**src/hw/rtl/tpp_pkg.sv**
```systemverilog
// ----------------------------------------------------------------------------
// tpp_pkg: shared definitions of the three-axis PID to PWM unit
// Widths, register indexes, controller states and constants used by the
// top level and by its serial arithmetic units.
// ----------------------------------------------------------------------------
package tpp_pkg;

    // Axis storage.
    localparam int AXES   = 3;
    localparam int AXIS_W = 2;
    localparam int ACC_W  = 48;

    // Controller datapath widths.
    localparam int ANGLE_W = 16;
    localparam int ERR_W   = 18;
    localparam int DIFF_W  = 19;
    localparam int RATE_W  = 20;
    localparam int SUM_W   = 66;
    localparam int SPD_W   = 9;

    // Angles above thirty degrees (Q8.8) are taken as thirty degrees.
    localparam logic signed [ANGLE_W-1:0] ANGLE_CEIL = 16'sd7680;

    // Serial multiplier: one four-bit digit of the second operand a cycle.
    localparam int MUL_A_W   = 48;
    localparam int MUL_B_W   = 32;
    localparam int MUL_DIG_W = 4;
    localparam int MUL_STEPS = MUL_B_W / MUL_DIG_W;
    localparam int MUL_CNT_W = $clog2(MUL_STEPS);
    localparam int MUL_P_W   = MUL_A_W + MUL_B_W;

    // Integral term limit, far beyond any threshold.
    localparam logic [MUL_P_W-1:0] TERM_LIMIT = 80'd1 << 62;

    // Serial divider: one quotient bit a cycle.
    localparam int DIV_N_W   = 40;
    localparam int DIV_D_W   = 32;
    localparam int DIV_CNT_W = $clog2(DIV_N_W);

    // Configuration register indexes.
    localparam int CFG_IDX_W = 4;
    localparam logic [CFG_IDX_W-1:0] CFG_GAIN_P    = 4'd0;
    localparam logic [CFG_IDX_W-1:0] CFG_GAIN_I    = 4'd1;
    localparam logic [CFG_IDX_W-1:0] CFG_GAIN_D    = 4'd2;
    localparam logic [CFG_IDX_W-1:0] CFG_THRESHOLD = 4'd3;
    localparam logic [CFG_IDX_W-1:0] CFG_MAX_PWM   = 4'd4;
    localparam logic [CFG_IDX_W-1:0] CFG_SETPOINT0 = 4'd5;
    localparam logic [CFG_IDX_W-1:0] CFG_SETPOINT1 = 4'd6;
    localparam logic [CFG_IDX_W-1:0] CFG_SETPOINT2 = 4'd7;

    // Controller sequence.
    typedef enum logic [4:0] {
        ST_IDLE,
        ST_PREP,
        ST_INT_GO,
        ST_INT_WAIT,
        ST_RATE_GO,
        ST_RATE_WAIT,
        ST_P_GO,
        ST_P_WAIT,
        ST_D_GO,
        ST_D_WAIT,
        ST_I_GO,
        ST_I_WAIT,
        ST_CLIP,
        ST_SCL_GO,
        ST_SCL_WAIT,
        ST_QUO_GO,
        ST_QUO_WAIT,
        ST_OUT
    } state_t;

endpackage

```
**src/hw/rtl/tpp_mul.sv**
```systemverilog
// ----------------------------------------------------------------------------
// tpp_mul: digit-serial unsigned multiplier
// Shifts the second operand out one four-bit digit a cycle and adds the
// matching partial product into the upper half of the product register.
// ----------------------------------------------------------------------------
module tpp_mul (
    input  logic                           aclk,
    input  logic                           aresetn,
    input  logic                           start,
    input  logic [tpp_pkg::MUL_A_W-1:0]    a,
    input  logic [tpp_pkg::MUL_B_W-1:0]    b,
    output logic                           done,
    output logic [tpp_pkg::MUL_P_W-1:0]    product
);

    logic                              busy_reg, busy_next;
    logic                              done_reg, done_next;
    logic [tpp_pkg::MUL_CNT_W-1:0]     cnt_reg, cnt_next;
    logic [tpp_pkg::MUL_A_W-1:0]       a_reg, a_next;
    logic [tpp_pkg::MUL_A_W-1:0]       hi_reg, hi_next;
    logic [tpp_pkg::MUL_B_W-1:0]       lo_reg, lo_next;
    logic [tpp_pkg::MUL_A_W+tpp_pkg::MUL_DIG_W-1:0] step;

    // One digit step: add the partial product, then shift the pair right.
    always_comb begin
        step = {{tpp_pkg::MUL_DIG_W{1'b0}}, hi_reg}
             + ((tpp_pkg::MUL_A_W+tpp_pkg::MUL_DIG_W)'(a_reg)
                * (tpp_pkg::MUL_A_W+tpp_pkg::MUL_DIG_W)'(lo_reg[tpp_pkg::MUL_DIG_W-1:0]));
        busy_next = busy_reg;
        done_next = 1'b0;
        cnt_next  = cnt_reg;
        a_next    = a_reg;
        hi_next   = hi_reg;
        lo_next   = lo_reg;
        if (start && !busy_reg) begin
            busy_next = 1'b1;
            cnt_next  = '0;
            a_next    = a;
            hi_next   = '0;
            lo_next   = b;
        end else if (busy_reg) begin
            hi_next  = step[tpp_pkg::MUL_A_W+tpp_pkg::MUL_DIG_W-1:tpp_pkg::MUL_DIG_W];
            lo_next  = {step[tpp_pkg::MUL_DIG_W-1:0],
                        lo_reg[tpp_pkg::MUL_B_W-1:tpp_pkg::MUL_DIG_W]};
            cnt_next = cnt_reg + 1'b1;
            if (cnt_reg == tpp_pkg::MUL_CNT_W'(tpp_pkg::MUL_STEPS - 1)) begin
                busy_next = 1'b0;
                done_next = 1'b1;
            end
        end
    end

    // Control state is reset; operands are not.
    always_ff @(posedge aclk) begin
        if (!aresetn) begin
            busy_reg <= 1'b0;
            done_reg <= 1'b0;
            cnt_reg  <= '0;
        end else begin
            busy_reg <= busy_next;
            done_reg <= done_next;
            cnt_reg  <= cnt_next;
        end
        a_reg  <= a_next;
        hi_reg <= hi_next;
        lo_reg <= lo_next;
    end

    assign done    = done_reg;
    assign product = {hi_reg, lo_reg};

endmodule

```
**src/hw/rtl/tpp_div.sv**
```systemverilog
// ----------------------------------------------------------------------------
// tpp_div: bit-serial unsigned restoring divider
// Shifts the dividend in one bit a cycle and develops one quotient bit per
// cycle in the same shift register.
// ----------------------------------------------------------------------------
module tpp_div (
    input  logic                           aclk,
    input  logic                           aresetn,
    input  logic                           start,
    input  logic [tpp_pkg::DIV_N_W-1:0]    dividend,
    input  logic [tpp_pkg::DIV_D_W-1:0]    divisor,
    output logic                           done,
    output logic [tpp_pkg::DIV_N_W-1:0]    quotient
);

    logic                              busy_reg, busy_next;
    logic                              done_reg, done_next;
    logic [tpp_pkg::DIV_CNT_W-1:0]     cnt_reg, cnt_next;
    logic [tpp_pkg::DIV_D_W-1:0]       den_reg, den_next;
    logic [tpp_pkg::DIV_D_W-1:0]       rem_reg, rem_next;
    logic [tpp_pkg::DIV_N_W-1:0]       quo_reg, quo_next;
    logic [tpp_pkg::DIV_D_W:0]         shifted;
    logic [tpp_pkg::DIV_D_W+1:0]       trial;

    // One restoring step per cycle.
    always_comb begin
        shifted   = {rem_reg, quo_reg[tpp_pkg::DIV_N_W-1]};
        trial     = {1'b0, shifted} - {2'b00, den_reg};
        busy_next = busy_reg;
        done_next = 1'b0;
        cnt_next  = cnt_reg;
        den_next  = den_reg;
        rem_next  = rem_reg;
        quo_next  = quo_reg;
        if (start && !busy_reg) begin
            busy_next = 1'b1;
            cnt_next  = '0;
            den_next  = divisor;
            rem_next  = '0;
            quo_next  = dividend;
        end else if (busy_reg) begin
            if (trial[tpp_pkg::DIV_D_W+1]) begin
                rem_next = shifted[tpp_pkg::DIV_D_W-1:0];
                quo_next = {quo_reg[tpp_pkg::DIV_N_W-2:0], 1'b0};
            end else begin
                rem_next = trial[tpp_pkg::DIV_D_W-1:0];
                quo_next = {quo_reg[tpp_pkg::DIV_N_W-2:0], 1'b1};
            end
            cnt_next = cnt_reg + 1'b1;
            if (cnt_reg == tpp_pkg::DIV_CNT_W'(tpp_pkg::DIV_N_W - 1)) begin
                busy_next = 1'b0;
                done_next = 1'b1;
            end
        end
    end

    always_ff @(posedge aclk) begin
        if (!aresetn) begin
            busy_reg <= 1'b0;
            done_reg <= 1'b0;
            cnt_reg  <= '0;
        end else begin
            busy_reg <= busy_next;
            done_reg <= done_next;
            cnt_reg  <= cnt_next;
        end
        den_reg <= den_next;
        rem_reg <= rem_next;
        quo_reg <= quo_next;
    end

    assign done     = done_reg;
    assign quotient = quo_reg;

endmodule

```
**src/hw/rtl/three_axis_pid_to_pwm_unit.sv**
```systemverilog
// ----------------------------------------------------------------------------
// three_axis_pid_to_pwm_unit: three-axis PID regulator with PWM scaling
// Per-axis PID on angle samples, scaled and clipped to a signed drive value.
// ----------------------------------------------------------------------------
// The unit handles one sample at a time. A sample for a valid axis places its
// result in the output register, and the next sample can be taken in the cycle
// after that. Each of the five products on the shared four-bit digit-serial
// multiplier takes 8 digit steps with a start and a finish around them, each of
// the up to two quotients on the shared bit-serial divider takes 40 bit steps
// with a start and a finish around them, and the rest goes to sequencing. A
// sample that clips skips the scaling product and quotient, and one with zero
// elapsed time skips the rate quotient. A sample with an axis of three or more
// goes straight to the output state and gives a zero result. The next sample is
// taken as soon as the result has been placed in the output register, even while
// that result is still waiting; a result that is still waiting when the next one
// is ready holds the unit until m_tready.
// ----------------------------------------------------------------------------
module three_axis_pid_to_pwm_unit (
    input  logic        aclk,
    input  logic        aresetn,
    // Input: tdata = angle [15:0], time_ms [47:16]
    input  logic        s_tvalid,
    output logic        s_tready,
    input  logic [47:0] s_tdata,
    // Input: tuser = axis [1:0]
    input  logic [1:0]  s_tuser,
    // Output: tdata = motor_speed [8:0], saturated [9], zero [15:10]
    output logic        m_tvalid,
    input  logic        m_tready,
    output logic [15:0] m_tdata,
    // Configuration writes
    input  logic        cfg_valid,
    output logic        cfg_ready,
    input  logic [3:0]  cfg_index,
    input  logic [31:0] cfg_data
);

    localparam logic signed [51:0] ACC_MAX = (52'sd1 <<< (tpp_pkg::ACC_W - 1)) - 52'sd1;
    localparam logic signed [51:0] ACC_MIN = -(52'sd1 <<< (tpp_pkg::ACC_W - 1));

    tpp_pkg::state_t state_reg, state_next;

    // Configuration registers.
    logic [15:0]                         gain_p_reg, gain_i_reg, gain_d_reg;
    logic [31:0]                         thr_reg;
    logic [7:0]                          max_pwm_reg;
    logic signed [tpp_pkg::ANGLE_W-1:0]  setpoint_reg [tpp_pkg::AXES];

    // Per-axis state.
    logic signed [tpp_pkg::ACC_W-1:0]    integ_mem_reg [tpp_pkg::AXES];
    logic signed [tpp_pkg::ERR_W-1:0]    perr_mem_reg  [tpp_pkg::AXES];
    logic [31:0]                         ptime_mem_reg [tpp_pkg::AXES];

    // Working registers of the current sample.
    logic [tpp_pkg::AXIS_W-1:0]          axis_reg;
    logic                                axis_ok_reg;
    logic signed [tpp_pkg::ANGLE_W-1:0]  angle_reg;
    logic [31:0]                         time_reg;
    logic signed [tpp_pkg::ERR_W-1:0]    err_reg;
    logic signed [tpp_pkg::DIFF_W-1:0]   diff_reg;
    logic [31:0]                         elapsed_reg;
    logic signed [tpp_pkg::ACC_W-1:0]    integ_reg;
    logic signed [tpp_pkg::RATE_W-1:0]   rate_reg;
    logic signed [tpp_pkg::SUM_W-1:0]    sum_reg;
    logic [tpp_pkg::DIV_N_W-1:0]         scaled_reg;
    logic signed [tpp_pkg::SPD_W-1:0]    spd_reg;
    logic                                sat_reg;

    // Output register.
    logic                                m_valid_reg;
    logic signed [tpp_pkg::SPD_W-1:0]    m_spd_reg;
    logic                                m_sat_reg;

    // Arithmetic unit connections.
    logic                                mul_start, mul_done;
    logic [tpp_pkg::MUL_A_W-1:0]         mul_a;
    logic [tpp_pkg::MUL_B_W-1:0]         mul_b;
    logic [tpp_pkg::MUL_P_W-1:0]         mul_p;
    logic                                div_start, div_done;
    logic [tpp_pkg::DIV_N_W-1:0]         div_n;
    logic [tpp_pkg::DIV_D_W-1:0]         div_d;
    logic [tpp_pkg::DIV_N_W-1:0]         div_q;

    // Derived values.
    logic                                s_accept, out_free;
    logic signed [tpp_pkg::ANGLE_W-1:0]  in_angle, in_angle_clamped;
    logic                                in_axis_ok;
    logic signed [tpp_pkg::ERR_W-1:0]    err_c;
    logic [tpp_pkg::ERR_W-1:0]           err_mag;
    logic [tpp_pkg::DIFF_W-1:0]          diff_mag;
    logic [tpp_pkg::RATE_W-1:0]          rate_mag;
    logic [tpp_pkg::ACC_W-1:0]           integ_mag;
    logic [tpp_pkg::SUM_W-1:0]           sum_mag;
    logic signed [50:0]                  int_add;
    logic signed [51:0]                  int_tot;
    logic [tpp_pkg::MUL_P_W-1:0]         i_lim;
    logic [tpp_pkg::SUM_W-1:0]           term_mag;
    logic                                term_neg;
    logic signed [tpp_pkg::SUM_W-1:0]    term_s;
    logic signed [tpp_pkg::SUM_W-1:0]    thr_s, nthr_s;
    logic                                in_scale;
    logic signed [tpp_pkg::SPD_W-1:0]    max_s;

    tpp_mul u_mul (
        .aclk    (aclk),
        .aresetn (aresetn),
        .start   (mul_start),
        .a       (mul_a),
        .b       (mul_b),
        .done    (mul_done),
        .product (mul_p)
    );

    tpp_div u_div (
        .aclk     (aclk),
        .aresetn  (aresetn),
        .start    (div_start),
        .dividend (div_n),
        .divisor  (div_d),
        .done     (div_done),
        .quotient (div_q)
    );

    // Handshakes.
    assign s_tready  = (state_reg == tpp_pkg::ST_IDLE);
    assign s_accept  = s_tvalid && s_tready;
    assign out_free  = !m_valid_reg || m_tready;
    assign cfg_ready = 1'b1;
    assign m_tvalid  = m_valid_reg;
    assign m_tdata   = {6'd0, m_sat_reg, m_spd_reg};

    // Input decode and magnitudes of the signed working values.
    always_comb begin
        in_angle         = s_tdata[15:0];
        in_angle_clamped = (in_angle > tpp_pkg::ANGLE_CEIL) ? tpp_pkg::ANGLE_CEIL : in_angle;
        in_axis_ok       = ({1'b0, s_tuser} < 3'(tpp_pkg::AXES));
        err_c     = tpp_pkg::ERR_W'(setpoint_reg[axis_reg]) - tpp_pkg::ERR_W'(angle_reg);
        err_mag   = err_reg[tpp_pkg::ERR_W-1] ? tpp_pkg::ERR_W'(-err_reg)
                                              : tpp_pkg::ERR_W'(err_reg);
        diff_mag  = diff_reg[tpp_pkg::DIFF_W-1] ? tpp_pkg::DIFF_W'(-diff_reg)
                                                : tpp_pkg::DIFF_W'(diff_reg);
        rate_mag  = rate_reg[tpp_pkg::RATE_W-1] ? tpp_pkg::RATE_W'(-rate_reg)
                                                : tpp_pkg::RATE_W'(rate_reg);
        integ_mag = integ_reg[tpp_pkg::ACC_W-1] ? tpp_pkg::ACC_W'(-integ_reg)
                                                : tpp_pkg::ACC_W'(integ_reg);
        sum_mag   = sum_reg[tpp_pkg::SUM_W-1] ? tpp_pkg::SUM_W'(-sum_reg)
                                              : tpp_pkg::SUM_W'(sum_reg);
    end

    // Saturating integral update from the error times elapsed time.
    always_comb begin
        int_add = err_reg[tpp_pkg::ERR_W-1] ? -$signed({1'b0, mul_p[49:0]})
                                            : $signed({1'b0, mul_p[49:0]});
        int_tot = 52'(integ_reg) + 52'(int_add);
    end

    // Signed gain term added to the controller sum.
    always_comb begin
        i_lim = (mul_p > tpp_pkg::TERM_LIMIT) ? tpp_pkg::TERM_LIMIT : mul_p;
        case (state_reg)
            tpp_pkg::ST_I_WAIT: begin
                term_mag = tpp_pkg::SUM_W'(i_lim);
                term_neg = integ_reg[tpp_pkg::ACC_W-1];
            end
            tpp_pkg::ST_D_WAIT: begin
                term_mag = tpp_pkg::SUM_W'(mul_p);
                term_neg = rate_reg[tpp_pkg::RATE_W-1];
            end
            default: begin
                term_mag = tpp_pkg::SUM_W'(mul_p);
                term_neg = err_reg[tpp_pkg::ERR_W-1];
            end
        endcase
        term_s = term_neg ? -$signed(term_mag) : $signed(term_mag);
    end

    // Range test against the full-scale threshold.
    always_comb begin
        thr_s    = $signed({34'd0, thr_reg});
        nthr_s   = -thr_s;
        in_scale = (!sum_reg[tpp_pkg::SUM_W-1] && (sum_reg < thr_s))
                || (sum_reg[tpp_pkg::SUM_W-1] && (sum_reg >= nthr_s));
        max_s    = $signed({1'b0, max_pwm_reg});
    end

    // Next state.
    always_comb begin
        state_next = state_reg;
        unique case (state_reg)
            tpp_pkg::ST_IDLE:
                if (s_accept) begin
                    state_next = in_axis_ok ? tpp_pkg::ST_PREP : tpp_pkg::ST_OUT;
                end
            tpp_pkg::ST_PREP:      state_next = tpp_pkg::ST_INT_GO;
            tpp_pkg::ST_INT_GO:    state_next = tpp_pkg::ST_INT_WAIT;
            tpp_pkg::ST_INT_WAIT:
                if (mul_done) begin
                    state_next = tpp_pkg::ST_RATE_GO;
                end
            tpp_pkg::ST_RATE_GO:
                state_next = (elapsed_reg == 32'd0) ? tpp_pkg::ST_P_GO : tpp_pkg::ST_RATE_WAIT;
            tpp_pkg::ST_RATE_WAIT:
                if (div_done) begin
                    state_next = tpp_pkg::ST_P_GO;
                end
            tpp_pkg::ST_P_GO:      state_next = tpp_pkg::ST_P_WAIT;
            tpp_pkg::ST_P_WAIT:
                if (mul_done) begin
                    state_next = tpp_pkg::ST_D_GO;
                end
            tpp_pkg::ST_D_GO:      state_next = tpp_pkg::ST_D_WAIT;
            tpp_pkg::ST_D_WAIT:
                if (mul_done) begin
                    state_next = tpp_pkg::ST_I_GO;
                end
            tpp_pkg::ST_I_GO:      state_next = tpp_pkg::ST_I_WAIT;
            tpp_pkg::ST_I_WAIT:
                if (mul_done) begin
                    state_next = tpp_pkg::ST_CLIP;
                end
            tpp_pkg::ST_CLIP:
                state_next = in_scale ? tpp_pkg::ST_SCL_GO : tpp_pkg::ST_OUT;
            tpp_pkg::ST_SCL_GO:    state_next = tpp_pkg::ST_SCL_WAIT;
            tpp_pkg::ST_SCL_WAIT:
                if (mul_done) begin
                    state_next = tpp_pkg::ST_QUO_GO;
                end
            tpp_pkg::ST_QUO_GO:    state_next = tpp_pkg::ST_QUO_WAIT;
            tpp_pkg::ST_QUO_WAIT:
                if (div_done) begin
                    state_next = tpp_pkg::ST_OUT;
                end
            tpp_pkg::ST_OUT:
                if (out_free) begin
                    state_next = tpp_pkg::ST_IDLE;
                end
            default:               state_next = tpp_pkg::ST_IDLE;
        endcase
    end

    // Unit starts and operand selection.
    always_comb begin
        mul_start = 1'b0;
        mul_a     = '0;
        mul_b     = '0;
        div_start = 1'b0;
        div_n     = '0;
        div_d     = '0;
        unique case (state_reg)
            tpp_pkg::ST_INT_GO: begin
                mul_start = 1'b1;
                mul_a     = tpp_pkg::MUL_A_W'(err_mag);
                mul_b     = elapsed_reg;
            end
            tpp_pkg::ST_RATE_GO: begin
                div_start = (elapsed_reg != 32'd0);
                div_n     = tpp_pkg::DIV_N_W'(diff_mag);
                div_d     = elapsed_reg;
            end
            tpp_pkg::ST_P_GO: begin
                mul_start = 1'b1;
                mul_a     = tpp_pkg::MUL_A_W'(err_mag);
                mul_b     = tpp_pkg::MUL_B_W'(gain_p_reg);
            end
            tpp_pkg::ST_D_GO: begin
                mul_start = 1'b1;
                mul_a     = tpp_pkg::MUL_A_W'(rate_mag);
                mul_b     = tpp_pkg::MUL_B_W'(gain_d_reg);
            end
            tpp_pkg::ST_I_GO: begin
                mul_start = 1'b1;
                mul_a     = integ_mag;
                mul_b     = tpp_pkg::MUL_B_W'(gain_i_reg);
            end
            tpp_pkg::ST_SCL_GO: begin
                mul_start = 1'b1;
                mul_a     = tpp_pkg::MUL_A_W'(sum_mag[31:0]);
                mul_b     = tpp_pkg::MUL_B_W'(max_pwm_reg);
            end
            tpp_pkg::ST_QUO_GO: begin
                div_start = 1'b1;
                div_n     = scaled_reg;
                div_d     = thr_reg;
            end
            default: begin
                mul_start = 1'b0;
            end
        endcase
    end

    // State register, configuration and per-axis state.
    always_ff @(posedge aclk) begin
        if (!aresetn) begin
            state_reg   <= tpp_pkg::ST_IDLE;
            m_valid_reg <= 1'b0;
            gain_p_reg  <= 16'd256;
            gain_i_reg  <= 16'd0;
            gain_d_reg  <= 16'd0;
            thr_reg     <= 32'd65536;
            max_pwm_reg <= 8'd255;
            for (int k = 0; k < tpp_pkg::AXES; k++) begin
                setpoint_reg[k]  <= '0;
                integ_mem_reg[k] <= '0;
                perr_mem_reg[k]  <= '0;
                ptime_mem_reg[k] <= '0;
            end
        end else begin
            state_reg <= state_next;
            if (cfg_valid) begin
                case (cfg_index)
                    tpp_pkg::CFG_GAIN_P:    gain_p_reg      <= cfg_data[15:0];
                    tpp_pkg::CFG_GAIN_I:    gain_i_reg      <= cfg_data[15:0];
                    tpp_pkg::CFG_GAIN_D:    gain_d_reg      <= cfg_data[15:0];
                    tpp_pkg::CFG_THRESHOLD: thr_reg         <= cfg_data;
                    tpp_pkg::CFG_MAX_PWM:   max_pwm_reg     <= cfg_data[7:0];
                    tpp_pkg::CFG_SETPOINT0: setpoint_reg[0] <= cfg_data[15:0];
                    tpp_pkg::CFG_SETPOINT1: setpoint_reg[1] <= cfg_data[15:0];
                    tpp_pkg::CFG_SETPOINT2: setpoint_reg[2] <= cfg_data[15:0];
                    default: ;
                endcase
            end
            // The output register empties on a transaction and refills at the end of a sample.
            if (state_reg == tpp_pkg::ST_OUT && out_free) begin
                m_valid_reg <= 1'b1;
                if (axis_ok_reg) begin
                    integ_mem_reg[axis_reg] <= integ_reg;
                    perr_mem_reg[axis_reg]  <= err_reg;
                    ptime_mem_reg[axis_reg] <= time_reg;
                end
            end else if (m_tready) begin
                m_valid_reg <= 1'b0;
            end
        end
    end

    // Datapath of the current sample.
    always_ff @(posedge aclk) begin
        case (state_reg)
            tpp_pkg::ST_IDLE:
                if (s_accept) begin
                    axis_reg    <= s_tuser;
                    axis_ok_reg <= in_axis_ok;
                    angle_reg   <= in_angle_clamped;
                    time_reg    <= s_tdata[47:16];
                    spd_reg     <= '0;
                    sat_reg     <= 1'b0;
                end
            tpp_pkg::ST_PREP: begin
                err_reg     <= err_c;
                diff_reg    <= tpp_pkg::DIFF_W'(err_c) - tpp_pkg::DIFF_W'(perr_mem_reg[axis_reg]);
                elapsed_reg <= time_reg - ptime_mem_reg[axis_reg];
                integ_reg   <= integ_mem_reg[axis_reg];
                sum_reg     <= '0;
            end
            tpp_pkg::ST_INT_WAIT:
                if (mul_done) begin
                    if (int_tot > ACC_MAX) begin
                        integ_reg <= tpp_pkg::ACC_W'(ACC_MAX);
                    end else if (int_tot < ACC_MIN) begin
                        integ_reg <= tpp_pkg::ACC_W'(ACC_MIN);
                    end else begin
                        integ_reg <= tpp_pkg::ACC_W'(int_tot);
                    end
                end
            tpp_pkg::ST_RATE_GO:
                rate_reg <= '0;
            tpp_pkg::ST_RATE_WAIT:
                if (div_done) begin
                    rate_reg <= diff_reg[tpp_pkg::DIFF_W-1]
                              ? -$signed(tpp_pkg::RATE_W'(div_q))
                              : $signed(tpp_pkg::RATE_W'(div_q));
                end
            tpp_pkg::ST_P_WAIT, tpp_pkg::ST_D_WAIT, tpp_pkg::ST_I_WAIT:
                if (mul_done) begin
                    sum_reg <= sum_reg + term_s;
                end
            tpp_pkg::ST_CLIP:
                if (!in_scale) begin
                    sat_reg <= 1'b1;
                    spd_reg <= (sum_reg < nthr_s) ? -max_s : max_s;
                end
            tpp_pkg::ST_SCL_WAIT:
                if (mul_done) begin
                    scaled_reg <= mul_p[tpp_pkg::DIV_N_W-1:0];
                end
            tpp_pkg::ST_QUO_WAIT:
                if (div_done) begin
                    spd_reg <= sum_reg[tpp_pkg::SUM_W-1]
                             ? -$signed(tpp_pkg::SPD_W'(div_q))
                             : $signed(tpp_pkg::SPD_W'(div_q));
                end
            tpp_pkg::ST_OUT:
                if (out_free) begin
                    m_spd_reg <= spd_reg;
                    m_sat_reg <= sat_reg;
                end
            default: ;
        endcase
    end

endmodule

```
**config.mk**
```make
export PLATFORM = sky130hd
export DESIGN_NAME = three_axis_pid_to_pwm_unit
export DESIGN_NICKNAME = d
export VERILOG_FILES = /design/src/hw/rtl/tpp_pkg.sv /design/src/hw/rtl/tpp_mul.sv /design/src/hw/rtl/tpp_div.sv /design/src/hw/rtl/three_axis_pid_to_pwm_unit.sv
export SDC_FILE = /design/constraint.sdc
export NUM_CORES = 2
export LEC_CHECK = 0
export BUFFER_PORTS_ARGS = -buffer_cell sky130_fd_sc_hd__buf_2
export CORE_MARGIN = 4
export CORE_UTILIZATION = 30
export CTS_CLUSTER_DIAMETER = 60
export DETAILED_ROUTE_END_ITERATION = 16
export REMOVE_ABC_BUFFERS = 1
export SLEW_MARGIN = 20
export SYNTH_ARGS = -nofsm -noshare
export SYNTH_HDL_FRONTEND = slang
export SYNTH_HIERARCHICAL = 1
export SYNTH_SLANG_ARGS = --single-unit
```
**constraint.sdc**
```tcl
create_clock -name aclk -period 9.1 [get_ports aclk]
set_clock_uncertainty 0.2 [all_clocks]
set_input_delay 0.455 -clock aclk [delete_from_list [all_inputs] [get_ports aclk]]
set_output_delay 0.455 -clock aclk [all_outputs]
set_load 0.01 [all_outputs]
```
Yosys cells after proc, flatten, opt, wreduce, memory -nomap -nowiden
Memories as Yosys holds them, arrays and structs flattened. A register that Yosys moved wholly into a read port is not among the register bits.
Cells that the tools add are included.
{"block": "op_classes", "add_sub_neg": 20, "n_mul": 1, "n_lt_le_gt_ge": 8, "eq_ne": 37, "muxes": 96, "bitwise_logic": 6, "n_reduce_logical": 48}
{"cell": "$mux W66", "count": 4}
{"cell": "$mux W48", "count": 5}
{"cell": "$pmux W48 S4", "count": 1}
{"cell": "$mux W32", "count": 5}
{"cell": "$pmux W32 S5", "count": 1}
{"cell": "$pmux W66 S2", "count": 1}
{"cell": "$pmux W48 S2", "count": 1}
{"cell": "$pmux W5 S18", "count": 1}
{"cell": "$gt A80 B63 Y1 const B", "count": 1}
{"cell": "$mux W40", "count": 2}
{"cell": "$pmux W40 S2", "count": 1}
{"cell": "$add A66 B66 Y66", "count": 1}
{"cell": "$ge A66 B66 Y1", "count": 1}
{"cell": "$lt A66 B33 Y1", "count": 1}
{"cell": "$lt A66 B66 Y1", "count": 1}
{"cell": "$neg A32 Y66", "count": 1}
{"cell": "$neg A66 Y66", "count": 1}
{"cell": "$pmux W32 S2", "count": 1}
{"cell": "$mux W20", "count": 3}
{"cell": "$mux W5", "count": 11}
{"cell": "$add A48 B51 Y52", "count": 1}
{"cell": "$add A48 B52 Y52", "count": 1}
{"cell": "$gt A52 B48 Y1 const B", "count": 1}
{"cell": "$lt A52 B48 Y1 const B", "count": 1}
{"cell": "60 further kinds", "count": 168}
{"block": "totals", "reg_bits": 652, "ramBits": 342, "in_bits": 91, "wordCells": 254, "memories": 4}
{"memory": "integ_mem_reg", "words": 3, "word_bits": 48, "rd": 1, "rd_clocked_by_memory_dff": 1, "wr": 3, "line": "three_axis_pid_to_pwm_unit.sv:50", "rtl": "logic signed [tpp_pkg::ACC_W-1:0] integ_mem_reg [tpp_pkg::AXES];"}
{"memory": "ptime_mem_reg", "words": 3, "word_bits": 32, "rd": 1, "rd_clocked_by_memory_dff": 1, "wr": 3, "line": "three_axis_pid_to_pwm_unit.sv:52", "rtl": "logic [31:0] ptime_mem_reg [tpp_pkg::AXES];"}
{"memory": "perr_mem_reg", "words": 3, "word_bits": 18, "rd": 1, "rd_clocked_by_memory_dff": 1, "wr": 3, "line": "three_axis_pid_to_pwm_unit.sv:51", "rtl": "logic signed [tpp_pkg::ERR_W-1:0] perr_mem_reg [tpp_pkg::AXES];"}
{"memory": "setpoint_reg", "words": 3, "word_bits": 16, "rd": 1, "rd_clocked_by_memory_dff": 1, "wr": 3, "line": "three_axis_pid_to_pwm_unit.sv:47", "rtl": "logic signed [tpp_pkg::ANGLE_W-1:0] setpoint_reg [tpp_pkg::AXES];"}

Depth between registers and ports, before layout
{"block": "depth", "word_depth": 8, "depth_mapped": 29, "mapped_depth_nobuf": 26}

Modules after synthesis
The synthesis kept the hierarchy.
{"module": "three_axis_pid_to_pwm_unit", "n_inst": 1, "cells_each": 4975, "area_each_um2": 52719.3}
{"module": "tpp_mul", "n_inst": 1, "cells_each": 1284, "area_each_um2": 12311.8}
{"module": "tpp_div", "n_inst": 1, "cells_each": 641, "area_each_um2": 6034.5}

Worst setup path before layout
OpenSTA, ideal clock, no wires.
{"block": "synth_timing", "path_kind": "reg-to-reg", "start": "reg state_reg[3]", "end": "reg sum_reg[0] (netlist name), enable pin", "setup_time_ps": 423, "arrival_ps": 8911, "t_required_ps": 8477, "slack_ps": -433, "path_stages_with_launch": 5, "path_buffers": 2, "synth_period_minus_slack_ps": 9533, "path_cell_list": "dfxtp_1 clkbuf_1 buf_1 nor4_1 a21o_1"}
{"block": "synth_via", "elab_chain_cells": 4, "elab_cells_between_ends": 8, "cone_classes": "5 x eq/ne; 3 x reduce/logical"}
{"element": "start, declared", "line": "three_axis_pid_to_pwm_unit.sv:41", "rtl": "tpp_pkg::state_t state_reg, state_next;"}
{"element": "start signal, assigned", "line": "three_axis_pid_to_pwm_unit.sv:294", "rtl": "state_reg <= tpp_pkg::ST_IDLE;"}
{"element": "start signal, assigned", "line": "three_axis_pid_to_pwm_unit.sv:308", "rtl": "state_reg <= state_next;"}
{"element": "$eq A5 B4 Y1 or $eq A5 B3 Y1 (tied branches)", "line": "three_axis_pid_to_pwm_unit.sv:338", "rtl": "case (state_reg)"}
{"element": "$reduce_or A3 Y1", "line": "three_axis_pid_to_pwm_unit.sv:338"}
{"element": "$ne A2 B1 Y1 (no line) or $reduce_bool A2 Y1 (tied branches)"}
{"element": "$reduce_and A2 Y1 (no line) *"}
{"element": "end signal, assigned", "line": "three_axis_pid_to_pwm_unit.sv:375", "rtl": "sum_reg <= sum_reg + term_s;"}
{"element": "end, declared", "line": "three_axis_pid_to_pwm_unit.sv:64", "rtl": "logic signed [tpp_pkg::SUM_W-1:0] sum_reg;"}
Every way passes the cells marked *; elsewhere a longest branch is shown, timed or not.
A chain may end at the register's enable or synchronous reset.

Final worst setup path
{"block": "layout_timing", "start": "reg u_mul/lo_reg[14] (netlist name)", "end": "reg sum_reg[65] (netlist name), data pin"}
{"block": "layout_via", "elab_chain_cells": 8}
{"element": "start, declared", "line": "tpp_mul.sv:21", "rtl": "logic [tpp_pkg::MUL_B_W-1:0] lo_reg, lo_next;"}
{"element": "start signal, assigned", "line": "tpp_mul.sv:66", "rtl": "lo_reg <= lo_next;"}
{"element": "$gt A80 B63 Y1", "line": "three_axis_pid_to_pwm_unit.sv:159", "rtl": "i_lim = (mul_p > tpp_pkg::TERM_LIMIT) ? tpp_pkg::TERM_LIMIT : mul_p;"}
{"element": "$mux W66", "line": "three_axis_pid_to_pwm_unit.sv:159"}
{"element": "$mux W66 *", "line": "three_axis_pid_to_pwm_unit.sv:160", "rtl": "case (state_reg)"}
{"element": "$neg A66 Y66", "line": "three_axis_pid_to_pwm_unit.sv:174", "rtl": "term_s = term_neg ? -$signed(term_mag) : $signed(term_mag);"}
{"element": "$mux W66 *", "line": "three_axis_pid_to_pwm_unit.sv:174"}
{"element": "$add A66 B66 Y66 *", "line": "three_axis_pid_to_pwm_unit.sv:375"}
{"element": "$mux W66 *", "line": "three_axis_pid_to_pwm_unit.sv:374", "rtl": "if (mul_done) begin"}
{"element": "$pmux W66 S2 *", "line": "three_axis_pid_to_pwm_unit.sv:338"}
Every way passes the cells marked *; elsewhere a longest branch is shown, timed or not. The select of a mux whose other input is x is not followed.

==> run metrics <==
initial antenna violation count=12; register bit total from synthesis=1,090; Crit path required time=9.43 ns; top_reg_cell synth=edfxtp_1; endpoints failing setup=0; Synth area leader=edfxtp_1; switching part of the total=47.80%; core area=0.2354 mm2; max FFs per register=192; Area contributors post-synth=edfxtp_1 (38%), ha_1 (6.7%), dfxtp_1 (5.3%), and2_1 (4.2%), fa_1 (4.1%); slowest stage delay, CP=0.60 ns; minimum clock period=8.445 ns; Sinks on Clock Net=1,090; full die area=0.2447 mm2; most common cell after layout, fill and taps aside=edfxtp_1; CTS max path bufs=3; Horiz. Die Dim=494.7 um; total grt overflow=0; PortBufs=102; WP buf/inv=2; EDFF count, synth=901; largest net degree at the start of global routing=81; ys async rst share=0%; switching power=16.62 mW; Num CTS Buffers=137; Cells after Synth=6,900; synth warn=6; Rows=178; CTS tree=yes; max frequency=0.1184 GHz; Clock Latency Late Sink=0.80 ns; RePlAce Congestion=0.9692; Clk network pwr share=16.0%; Slew HR=28.94%; Flop pwr share=24.1%; share of the synthesized area in the top cell type=38.07%; Post-DRT Antenna Nets=0; drt total wl=235.2 mm; Max Cap Viol=0; most frequent cells in the layout=edfxtp_1 (901), nand2_1 (663), and2_1 (473), inv_1 (458), ha_1 (383); largest fanout on the critical path=17; Worst EP arrival=8.77 ns; global-route wire length before repair=349.6 mm; number of setup buffers added after CTS=0; RSZ-0062 raised after global routing=false; drt initial violations=5,313; Slowest-stage cell, CP=or4_1; mapped cell area=0.07107 mm2; peak supply drop=343.2 uV; WHS=0.1728 ns; HP Class=input pin to flip-flop; root buf cell=clkbuf_16; io pins=110; total chip power=34.76 mW; WL per Instance=22.91 um; Die Span Y=494.7 um; Final #Nets=7,617; internal power=18.15 mW; Area Growth Syn to Fin=13.48%; worst slew pin tran=1.063 ns; WS Path Type=flip-flop to flip-flop; via count=55,108; Post-Syn Area per Cell=10.30 um2; DRC viols=0; CP Capture Type=flip-flop; clock-pin slew of the registers on the worst-case setup and hold paths=0.06 ns; via-per-instance ratio=5.369; PD cells=431.1 mW/mm2; Worst Hold Launch=s_tdata[17]; status=finished, final reports clean; startpoint types=flip-flop; drt pass-1 iters=6; Leak=31.74 nW; Worst Setup SP=u_mul/lo_reg[14]$_DFFE_PP_; Distinct cells, synth=106; all-layer global routing usage=18.77%; RR Startpoint=u_mul/lo_reg[14]$_DFFE_PP_; number of global-route vias before repair=53,543; Tcrit/Tclk final=92.80%; cell family with most CP delay=compound AO/OA/AOI/OAI gates; Comb power frac=59.9%; final hold violation count=0; DP HPWL=173.7 mm; share of layout cells above drive strength 1=9.070%; initial core utilization=30.19%; Max Slew Vio Count=0; Seq/Total Area, Yosys=43.40%; H-tree depth=4
## path summary, 6_finish.rpt
check	endpoint	slack (ns)	depth (start not counted)
hold / removal	time_reg[1]$_DFFE_PP_	0.17	2
setup / recovery	sum_reg[65]$_SDFFCE_PN0P_	0.66	25
hold reg to reg	m_sat_reg$_DFFE_PP_	0.22	0
setup reg to reg	sum_reg[65]$_SDFFCE_PN0P_	0.66	25
## synth_stat cells (33+ instances only)
| cell type | number |
|---|---|
| a21boi_0 | 59 |
| a21o_1 | 161 |
| a21oi_1 | 314 |
| a221o_1 | 51 |
| a22o_1 | 65 |
| a22oi_1 | 33 |
| a31oi_1 | 38 |
| and2_1 | 473 |
| and3_1 | 131 |
| clkbuf_1 | 284 |
| dfxtp_1 | 189 |
| edfxtp_1 | 901 |
| fa_1 | 145 |
| ha_1 | 383 |
| inv_1 | 462 |
| mux2_2 | 37 |
| mux2i_1 | 64 |
| mux4_2 | 97 |
| nand2_1 | 665 |
| nand2b_1 | 59 |
| nand3_1 | 146 |
| nand4_1 | 69 |
| nor2_1 | 354 |
| nor2b_1 | 91 |
| nor3_1 | 114 |
| nor4_1 | 69 |
| o211ai_1 | 39 |
| o21a_1 | 49 |
| o21ai_0 | 261 |
| o21bai_1 | 38 |
| o22ai_1 | 37 |
| o31ai_1 | 77 |
| or3_1 | 58 |
| or4_1 | 37 |
| xnor2_1 | 271 |
| xor2_1 | 191 |
## final cells by class
cell class	count	area, um2
antenna	4	10.01
clock buffer	176	3667
clock inverter	76	904.6
fill	23585	154800
inverter	463	1739
multi-input combinational	5020	37390
sequential	1090	30850
tap	3150	3941
timing repair buffer	286	2140
## metrics by stage
stage | setup TNS, ns | setup WS [ns] | util [%] | instances | area, um2
4_1_cts | 0 | 0.5415 | 34.24 | 10261 | 80600
2_1_floorplan | -23.60 | -0.3549 | - | 6573 | 69750
3_3_place_gp | 0 | 0.5672 | 31.90 | 9916 | 75090
5_1_grt | 0 | 0.1010 | 34.25 | 10262 | 80640
6_report | 0 | 0.6550 | 34.26 | 10265 | 80640
3_5_place_dp | 0 | 0.5945 | 31.90 | 9916 | 75100
## timing repair
action / 4_1_cts / 5_1_grt
resized for setup: 0 / 4
setup endpoints to repair: 0 / 3
endpoints found under the hold margin: 192 / 0
hold buffers: 93 / 0
## power by group through the flow
stage | combinational, mW | sequential, mW | clock, mW
global placement | 20.4 | 8.39 | 0
CTS | 20.7 | 8.34 | 5.65
detailed placement | 20.4 | 8.42 | 0
global route | 23.0 | 8.46 | 5.87
floorplan | 14.8 | 8.01 | 0
finish | 20.8 | 8.37 | 5.56
## routing by layer
metal	GRT usage [%]	part of all wire, %
met3	2.959	6.7
met4	7.865	4.6
met1	25.82	44
met2	29.36	45
met5	0	0.011
## cell families (layout without fill, tap and decap cells)
| family | Yosys count | count (layout) | share of synthesized area, % |
|---|---|---|---|
| buffers and inverters | 795 | 1001 | 4.329 |
| muxes | 198 | 198 | 4.562 |
| AOI/OAI and AO/OA | 1482 | 1482 | 14.32 |
| xor gates and xnor gates | 462 | 462 | 5.694 |
| DFF | 1090 | 1090 | 43.40 |
| other | 2 | 11 | 0.01057 |
| and+or+nand+nor | 2343 | 2343 | 16.86 |
| adders and majority gates | 528 | 528 | 10.83 |
No activity file was read; power rests on OpenSTA's default activity.
